### src/rtl/gwp_pkg.sv
`timescale 1ns / 1ps
`default_nettype none

package gwp_pkg;

	localparam int GRID_COLS = 32;
	localparam int GRID_ROWS = 32;
	localparam int COL_W     = $clog2(GRID_COLS);
	localparam int ROW_W     = $clog2(GRID_ROWS);
	localparam int CNT_W     = $clog2(GRID_COLS * GRID_ROWS + 1);
	localparam int COORD_W   = 5;
	localparam int LEN_W     = 10;
	localparam int LEN_MAX   = 1023;

	localparam logic REQ_TILE  = 1'b0;
	localparam logic REQ_QUERY = 1'b1;

	localparam logic [1:0] MODE_ALL  = 2'd0;
	localparam logic [1:0] MODE_NOW  = 2'd1;
	localparam logic [1:0] MODE_BASE = 2'd2;
	localparam logic [1:0] MODE_RSVD = 2'd3;

	typedef enum logic [1:0] {
		ST_FOUND   = 2'd0,
		ST_UNREACH = 2'd1,
		ST_WRITTEN = 2'd2
	} status_t;

	typedef enum logic [1:0] {
		S_IDLE,
		S_FLOOD,
		S_BACK,
		S_DONE
	} state_t;

	typedef struct packed {
		logic [ROW_W-1:0] wr_row;
		logic [2:0]       wr_flags;
		logic [1:0]       mode;
		logic             clr;
		logic [ROW_W-1:0] seed_row;
		logic             step;
		logic [1:0]       lvl;
	} cell_ctl_t;

	function automatic logic [1:0] inc3(input logic [1:0] v);
		logic [1:0] r;
		r = (v == 2'd2) ? 2'd0 : v + 2'd1;
		return r;
	endfunction

	function automatic logic [1:0] dec3(input logic [1:0] v);
		logic [1:0] r;
		r = (v == 2'd0) ? 2'd2 : v - 2'd1;
		return r;
	endfunction

	// bit 0 base, bit 1 free now, bit 2 free predicted
	function automatic logic passable(input logic [2:0] f, input logic [1:0] mode);
		logic p;
		p = f[0];
		if ((mode == MODE_ALL || mode == MODE_NOW) && !f[1]) p = 1'b0;
		if (mode == MODE_ALL && !f[2]) p = 1'b0;
		return p;
	endfunction

endpackage

`default_nettype wire

### src/rtl/gwp_cell.sv
`timescale 1ns / 1ps
`default_nettype none

// One grid column: flags, reached marks, wavefront and level mod 3 per row.
module gwp_cell (
	input  wire logic                            clk,
	input  wire logic                            arst_n,
	input  wire gwp_pkg::cell_ctl_t              ctl,
	input  wire logic                            wr_en,
	input  wire logic                            seed_en,
	input  wire logic [gwp_pkg::GRID_ROWS-1:0]   front_w,
	input  wire logic [gwp_pkg::GRID_ROWS-1:0]   front_e,
	output logic      [gwp_pkg::GRID_ROWS-1:0]   front,
	output logic      [gwp_pkg::GRID_ROWS-1:0]   mark,
	output logic      [1:0]                      lvl [gwp_pkg::GRID_ROWS],
	output logic                                 grow
);

	logic [2:0]                      flags_q [gwp_pkg::GRID_ROWS];
	logic [gwp_pkg::GRID_ROWS-1:0]   mark_q;
	logic [gwp_pkg::GRID_ROWS-1:0]   front_q;
	logic [1:0]                      lvl_q [gwp_pkg::GRID_ROWS];
	logic [gwp_pkg::GRID_ROWS-1:0]   new_w;

	always_comb begin
		for (int r = 0; r < gwp_pkg::GRID_ROWS; r++) begin
			logic nb;
			nb = front_w[r] | front_e[r];
			if (r > 0) nb = nb | front_q[r-1];
			if (r < gwp_pkg::GRID_ROWS - 1) nb = nb | front_q[r+1];
			new_w[r] = nb & ~mark_q[r] & gwp_pkg::passable(flags_q[r], ctl.mode);
		end
	end

	always_ff @(posedge clk or negedge arst_n) begin
		if (!arst_n) begin
			for (int r = 0; r < gwp_pkg::GRID_ROWS; r++) flags_q[r] <= 3'b000;
		end else if (wr_en) begin
			flags_q[ctl.wr_row] <= ctl.wr_flags;
		end
	end

	always_ff @(posedge clk or negedge arst_n) begin
		if (!arst_n) begin
			mark_q  <= '0;
			front_q <= '0;
		end else if (ctl.clr) begin
			mark_q  <= '0;
			front_q <= '0;
			if (seed_en) begin
				mark_q[ctl.seed_row]  <= 1'b1;
				front_q[ctl.seed_row] <= 1'b1;
			end
		end else if (ctl.step) begin
			front_q <= new_w;
			mark_q  <= mark_q | new_w;
		end
	end

	always_ff @(posedge clk) begin
		for (int r = 0; r < gwp_pkg::GRID_ROWS; r++) begin
			if (ctl.clr && seed_en && ctl.seed_row == gwp_pkg::ROW_W'(r)) begin
				lvl_q[r] <= 2'd0;
			end else if (ctl.step && new_w[r]) begin
				lvl_q[r] <= ctl.lvl;
			end
		end
	end

	assign front = front_q;
	assign mark  = mark_q;
	assign lvl   = lvl_q;
	assign grow  = |front_q;

endmodule

`default_nettype wire

### config.mk
export PLATFORM = sky130hd
export DESIGN_NAME = gwp_cell
export DESIGN_NICKNAME = d
export VERILOG_FILES = /design/src/rtl/gwp_pkg.sv /design/src/rtl/gwp_cell.sv
export SDC_FILE = /design/constraint.sdc
export NUM_CORES = 1
export LEC_CHECK = 0
export BUFFER_PORTS_ARGS = -buffer_cell sky130_fd_sc_hd__clkbuf_2
export CAP_MARGIN = 30
export CORE_MARGIN = 5
export CORE_UTILIZATION = 29
export CTS_CLUSTER_SIZE = 8
export DETAILED_ROUTE_END_ITERATION = 7
export HOLD_SLACK_MARGIN = 0.08
export PLACE_DENSITY = 0.48
export SLEW_MARGIN = 20
export SYNTH_ARGS = -nofsm -noshare
export SYNTH_HDL_FRONTEND = slang
export SYNTH_SLANG_ARGS = --single-unit
### constraint.sdc
create_clock -name clk -period 1.6 [get_ports clk]
set_clock_uncertainty 0.15 [all_clocks]
set_input_delay 0.32 -clock clk [delete_from_list [all_inputs] [get_ports clk]]
set_output_delay 0.32 -clock clk [all_outputs]
set_load 0.01 [all_outputs]
==> results.txt, run 1 <==
status - finished with violations
failing checks - setup timing
Synth Instances - 997
Reg2Reg Depth - 6
non-filler cells in the finished layout - 1909
CP Launch Type - flip-flop
dominant cell type by area after synthesis - dfrtp_1
Register Area - 5309 µm²
GP Congestion - 0.8749
Final Critical Period - 2.384 ns
reg-to-reg startpoint - front[4]
Worst Hold Class - in2reg
Final Net Count - 1462
Synth-to-Final Area Change - 44.85%
Fin. Hold Viols - 0
CP peak stage delay - 0.43 ns
via-per-instance ratio - 5.233
drt drc - 0
FILL cells - 3635
R2R Path End - front[5]
sequential share of the synthesized area - 48.09%
Mean Syn Cell Area - 11.02 µm²
boundary pin count - 216
WP data arrival - 1.91 ns
Critical path origin - front[6]
Pre-antenna DRT Iters - 5
die height - 204.7 µm
Synth top area share - 36.43%
gr usage total - 19.79%
Design Area, Final - 15920 µm²
row cnt - 71
PortBufs - 215
number of synthesized flops with an enable pin - 0
net count after synthesis - 1084
core area - 37580 µm²
YS warnings - 0
Slew HR - 62.28%
Setup CP Type - reg2out
Final Max Slew Viols - 0
final WL - 42930 µm
Worst EP required - 1.13 ns
gr ovfl total - 0
chip width - 204.7 µm
dpl hpwl - 31600 µm
Post-Syn Area - 10990 µm²
pin count of the biggest net entering global routing - 60
worst path cell trace - nor4_2 -> nand4_1 -> or2_4 -> clkbuf_2
Synth area leaders - dfrtp_1 36%, dfxtp_1 12%, mux2_2 9.8%
wire length per cell - 22.49 µm
CP endpoint - grow
area post-placement - 13780 µm²
Worst path slowest cell - dfrtp_1
unrepaired setup endpoints after global routing - true
CP max FO - 2
most common cell in the netlist - dfrtp_1
initial antenna violation count - 2
CTS tree - yes
share of cells above drive strength 1 - 47.50%
# Max-Cap Violations - 0
peak supply drop - 0.7776 mV
achievable frequency - 0.4195 GHz
async set-reset flop share out of synthesis - 71.43%
Starting DRT DRC Count - 552
Max Root-Sink Buffers - 3
setup ws final - -0.7836 ns
Commonest cells post-synth - 160 x dfrtp_1, 138 x o21ai_0, 96 x mux2_2
final core occ - 42.37%
clk_lat worst skew - 0.55 ns
Netlist cell types - 49
Root Driver - clkbuf_16
final setup vio count - 126
vias - 9990
H-tree levels - 1
CTS buffer count - 31
DP Cell Count - 1806
FF+latch count, synth - 224
number of global-route vias before repair - 9974
critical path endpoint category - output port
clock slew at reported path FFs - 0.06 ns
static leakage - 6.941 nW
period utilization - 149.0%
power per cell area - 1200 nW/µm²
Post-synth top flop - dfrtp_1
n_diodes - 0
worst-margin pin slew - 0.5639 ns
Routed Antenna Nets - 0
reg-to-reg slack, setup - -0.24 ns
area of the multi-input gates - 5774 µm²
global-route wire length before repair - 64020 µm
Die ar. - 41890 µm²
CTS Sinks - 224
Initial Util - 29.25%
[logic make-up after synthesis]
| group | count (synthesis) | synth area share (%) |
|---|---|---|
| multiplexers | 160 | 15.66 |
| flip-flops | 224 | 48.09 |
| AND/OR/NAND/NOR | 219 | 12.80 |
| AO/OA/AOI/OAI | 312 | 19.91 |
| buffers and inverters | 82 | 3.540 |
[metrics by stage]
| step | worst slack (ns) | hold WS [ns] | TNS [ns] | power (mW) |
|---|---|---|---|---|
| after detailed placement | -0.3729 | 0.01050 | -28.69 | 12.58 |
| after global placement | -0.3882 | 0.01261 | -25.82 | 12.55 |
| after global routing | -0.8616 | 0.1044 | -18.04 | 20.12 |
| after floorplan | 0.01884 | -0.1256 | 0 | 10.10 |
| final | -0.7836 | 0.1116 | -12.34 | 19.10 |
| after CTS | -0.7949 | 0.08045 | -13.66 | 19.18 |
[layout by cell type (no fill, tap or decap), types with 3 or more instances in the layout]
cell	instances
a2111oi_4	7
a211o_1	8
a21oi_1	24
a22oi_1	23
and3b_1	28
and4bb_2	4
buf_12	19
buf_4	129
buf_6	82
clkbuf_1	24
clkbuf_16	31
clkbuf_2	184
dfrtp_1	143
dfrtp_2	17
dfxtp_1	62
dlygate4sd3_1	6
mux2_2	96
mux2i_1	63
nand2_1	71
nand3_1	3
nand3b_1	8
nand4_1	4
nand4b_1	5
nand4bb_1	4
nor2_1	20
nor2_4	4
nor3b_1	9
nor3b_2	5
nor4_2	6
nor4_4	8
o211a_4	24
o211ai_1	24
o21a_1	24
o21ai_0	135
o21ai_1	5
o21ai_2	4
o221ai_1	24
o31a_1	8
or3b_4	3
or4_4	23
[area by class of cell]
cell class / instances / share of cell area [%]
clock buffers: 55 / 5.439
clock inverters: 1 / 0.05501
flip-flops and latches: 224 / 33.35
repair buffers: 425 / 20.83
inverters: 2 / 0.04715
well taps: 511 / 4.016
multi-input cells: 691 / 36.27
[what timing repair did]
action | CTS | global route
hold buffers | 6 | 0
resized for setup | 135 | 95
setup buffers | 40 | 27
pin swaps | 28 | 25
setup endpoints to repair | 180 | 174
endpoints found under the hold margin | 207 | 0
[routing by layer]
layer / up-vias / part of all wire [%] / global-route usage (%) / wire (µm)
li1: 4555 / - / - / -
met1: 5055 / 46 / 28.41 / 19560
met2: 325 / 46 / 31.05 / 19710
met3: 51 / 6.3 / 3.530 / 2720
met4: 4 / 2.1 / 4.882 / 914
met5: - / 0.063 / 0 / 27
[state kept, by name (all words and copies together) (netlist names)]
signal,count
front,32
lvl,64
flags_q,96
mark,32
[worst min-delay path by stage]
stage,startpoint,to,slack (ns),cells past startpoint
floorplan,arst_n,flags_q[0],-0.13,0
global placement,arst_n,mark[26],0.01,1
detailed placement,arst_n,mark[26],0.01,1
CTS,front_e[2],lvl[59],0.08,4
global route,front_e[6],lvl[51],0.10,4
finish,front_e[6],lvl[50],0.11,4
[report_power, final]
group          total, mW  internal [mW]  switching [mW]
clock network       6.10           3.60            2.50
logic               4.96           2.43            2.54
registers           8.03           7.05           0.977
total               19.1           13.1            6.02
[worst max-delay path, delay by kind of cell (launching register included)]
family	cells	cell delay, ns
and+or+nand+nor	3	0.80
DFF	1	0.43
buffers and inverters	1	0.13
No activity file was read; power rests on OpenSTA's default activity.
==> run 2, diff against run 1 <==
--- a/config.mk
+++ b/config.mk
@@ -8,11 +8,10 @@
 export BUFFER_PORTS_ARGS = -buffer_cell sky130_fd_sc_hd__clkbuf_2
 export CAP_MARGIN = 30
 export CORE_MARGIN = 5
-export CORE_UTILIZATION = 29
+export CORE_UTILIZATION = 30
 export CTS_CLUSTER_SIZE = 8
 export DETAILED_ROUTE_END_ITERATION = 7
 export HOLD_SLACK_MARGIN = 0.08
-export PLACE_DENSITY = 0.48
 export SLEW_MARGIN = 20
 export SYNTH_ARGS = -nofsm -noshare
 export SYNTH_HDL_FRONTEND = slang
==> results.txt, run 2 (synthesized netlist as in run 1, its figures left out) <==
status - finished with violations
failing checks - setup timing
GP Congestion - 0.9056
dpl hpwl - 30560 µm
Largest Register - flags_q
boundary pin count - 216
pin count of the biggest net entering global routing - 38
clk_lat worst skew - 0.56 ns
WP data arrival - 1.93 ns
power per cell area - 1207 nW/µm²
Setup CP Type - reg2out
Max Root-Sink Buffers - 3
Worst EP required - 1.13 ns
GR Util met3 - 2.901%
max reg flops - 96
wire length per cell - 22.58 µm
area post-placement - 13690 µm²
row cnt - 70
CP peak stage delay - 0.41 ns
Final Critical Period - 2.403 ns
core area - 36350 µm²
global-route wire length before repair - 61180 µm
most common cell after layout, fill and taps aside - clkbuf_2
Synth-to-Final Area Change - 42.28%
vias - 9898
Starting DRT DRC Count - 643
GR Util met2 - 30.92%
achievable frequency - 0.4161 GHz
Setup TNS - -9.838 ns
gr usage total - 19.06%
global route hottest layer - met2
PortBufs - 215
FILL cells - 3392
reg-to-reg startpoint - front[27]
drt drc - 0
Pre-antenna DRT Iters - 5
period utilization - 150.2%
CTS tree - yes
Die ar. - 40560 µm²
via-per-instance ratio - 5.391
number of global-route vias before repair - 10120
share of cells above drive strength 1 - 46.20%
n_diodes - 0
Final Net Count - 1434
CTS Sinks - 224
die height - 201.4 µm
worst-margin pin slew - 0.4900 ns
CTS buffer count - 31
static leakage - 6.823 nW
Initial Util - 30.24%
reg-to-reg slack, setup - -0.23 ns
clock slew at reported path FFs - 0.05 ns
# Max-Cap Violations - 0
peak supply drop - 0.7169 mV
Design Area, Final - 15640 µm²
commonest non-fill, non-tap cells in the layout - 185 x clkbuf_2, 146 x dfrtp_1, 138 x o21ai_0
R2R Path End - mark[28]
CP max FO - 2
final setup vio count - 121
critical path endpoint category - output port
initial antenna violation count - 0
CP Launch Type - flip-flop
Worst Hold Class - in2async
Reg2Reg Depth - 6
gr ovfl total - 0
met1 Track Usage GR - 25.19%
setup ws final - -0.8032 ns
Fin. Hold Viols - 0
Root Driver - clkbuf_16
worst path cell trace - nor4_4 -> buf_4 -> nand4_1 -> or2_4 -> clkbuf_2
final WL - 41460 µm
Worst path slowest cell - dfrtp_1
Routed Antenna Nets - 0
Slew HR - 66.99%
Final Max Slew Viols - 0
unrepaired setup endpoints after global routing - true
H-tree levels - 1
chip width - 201.4 µm
-- run 2: changes by cell type in the layout (fill, tap and decap cells not counted), sizes merged --
cell         before  now
buf             233  207
clkbuf          241  240
dlygate4sd3       6    3
-- run 2: worst max path at each step --
| stage | startpoint | end | slack, ns |
|---|---|---|---|
| final | front[24] | grow | -0.80 |
| after global routing | front[24] | grow | -0.84 |
| after CTS | front[30] | grow | -0.76 |
| after detailed placement | front[18] | grow | -0.37 |
| after global placement | front[18] | grow | -0.49 |
| after floorplan | front[26] | grow | 0.02 |
-- run 2: cell type report --
class	instances	area, µm²	area share [%]
Clock inverter	1	8.758	0.05601
Timing Repair Buffer	397	3100	19.83
Multi-Input combinational cell	691	5773	36.92
Inverter	2	7.507	0.04801
Clock buffer	53	858.3	5.489
Tap cell	468	585.6	3.745
Sequential cell	224	5304	33.92
-- run 2: per-layer routing --
layer,up-vias,share of wire [%]
met1,4958,44
met5,-,0
met4,0,4.6
met2,354,46
met3,90,5.0
li1,4496,-
-- run 2: through the flow --
stage	utilization [%]	std cells	setup slack [ns]	power [mW]	hold WS [ns]
after global routing	43.02	1836	-0.8364	19.77	0.1132
after global placement	37.66	1748	-0.4863	12.34	0.08556
after CTS	42.16	1826	-0.7606	18.89	0.08011
final	43.02	1836	-0.8032	18.87	0.08517
after floorplan	-	997	0.01884	10.10	-0.1256
after detailed placement	37.66	1748	-0.3743	12.46	0.08872
-- run 2: worst max-delay path: cells and delay by family (launching register included) --
kind,cells,cell delay [ns]
simple gates,3,0.65
flops,1,0.41
buf+inv,2,0.31
-- run 2: report_power, final --
| group | total (mW) | internal [mW] | leakage (nW) | switching (mW) |
|---|---|---|---|---|
| clock network | 6.03 | 3.58 | 0.413 | 2.45 |
| logic | 4.92 | 2.38 | 3.79 | 2.54 |
| registers | 7.91 | 7.05 | 2.62 | 0.864 |
-- run 2: what timing repair did --
action	4_1_cts	5_1_grt
gates resized for setup	120	85
buffers inserted	32	23
endpoints found under the setup margin	150	168
pin swaps	29	37
endpoints found under the hold margin	186	0
hold buffers	3	0
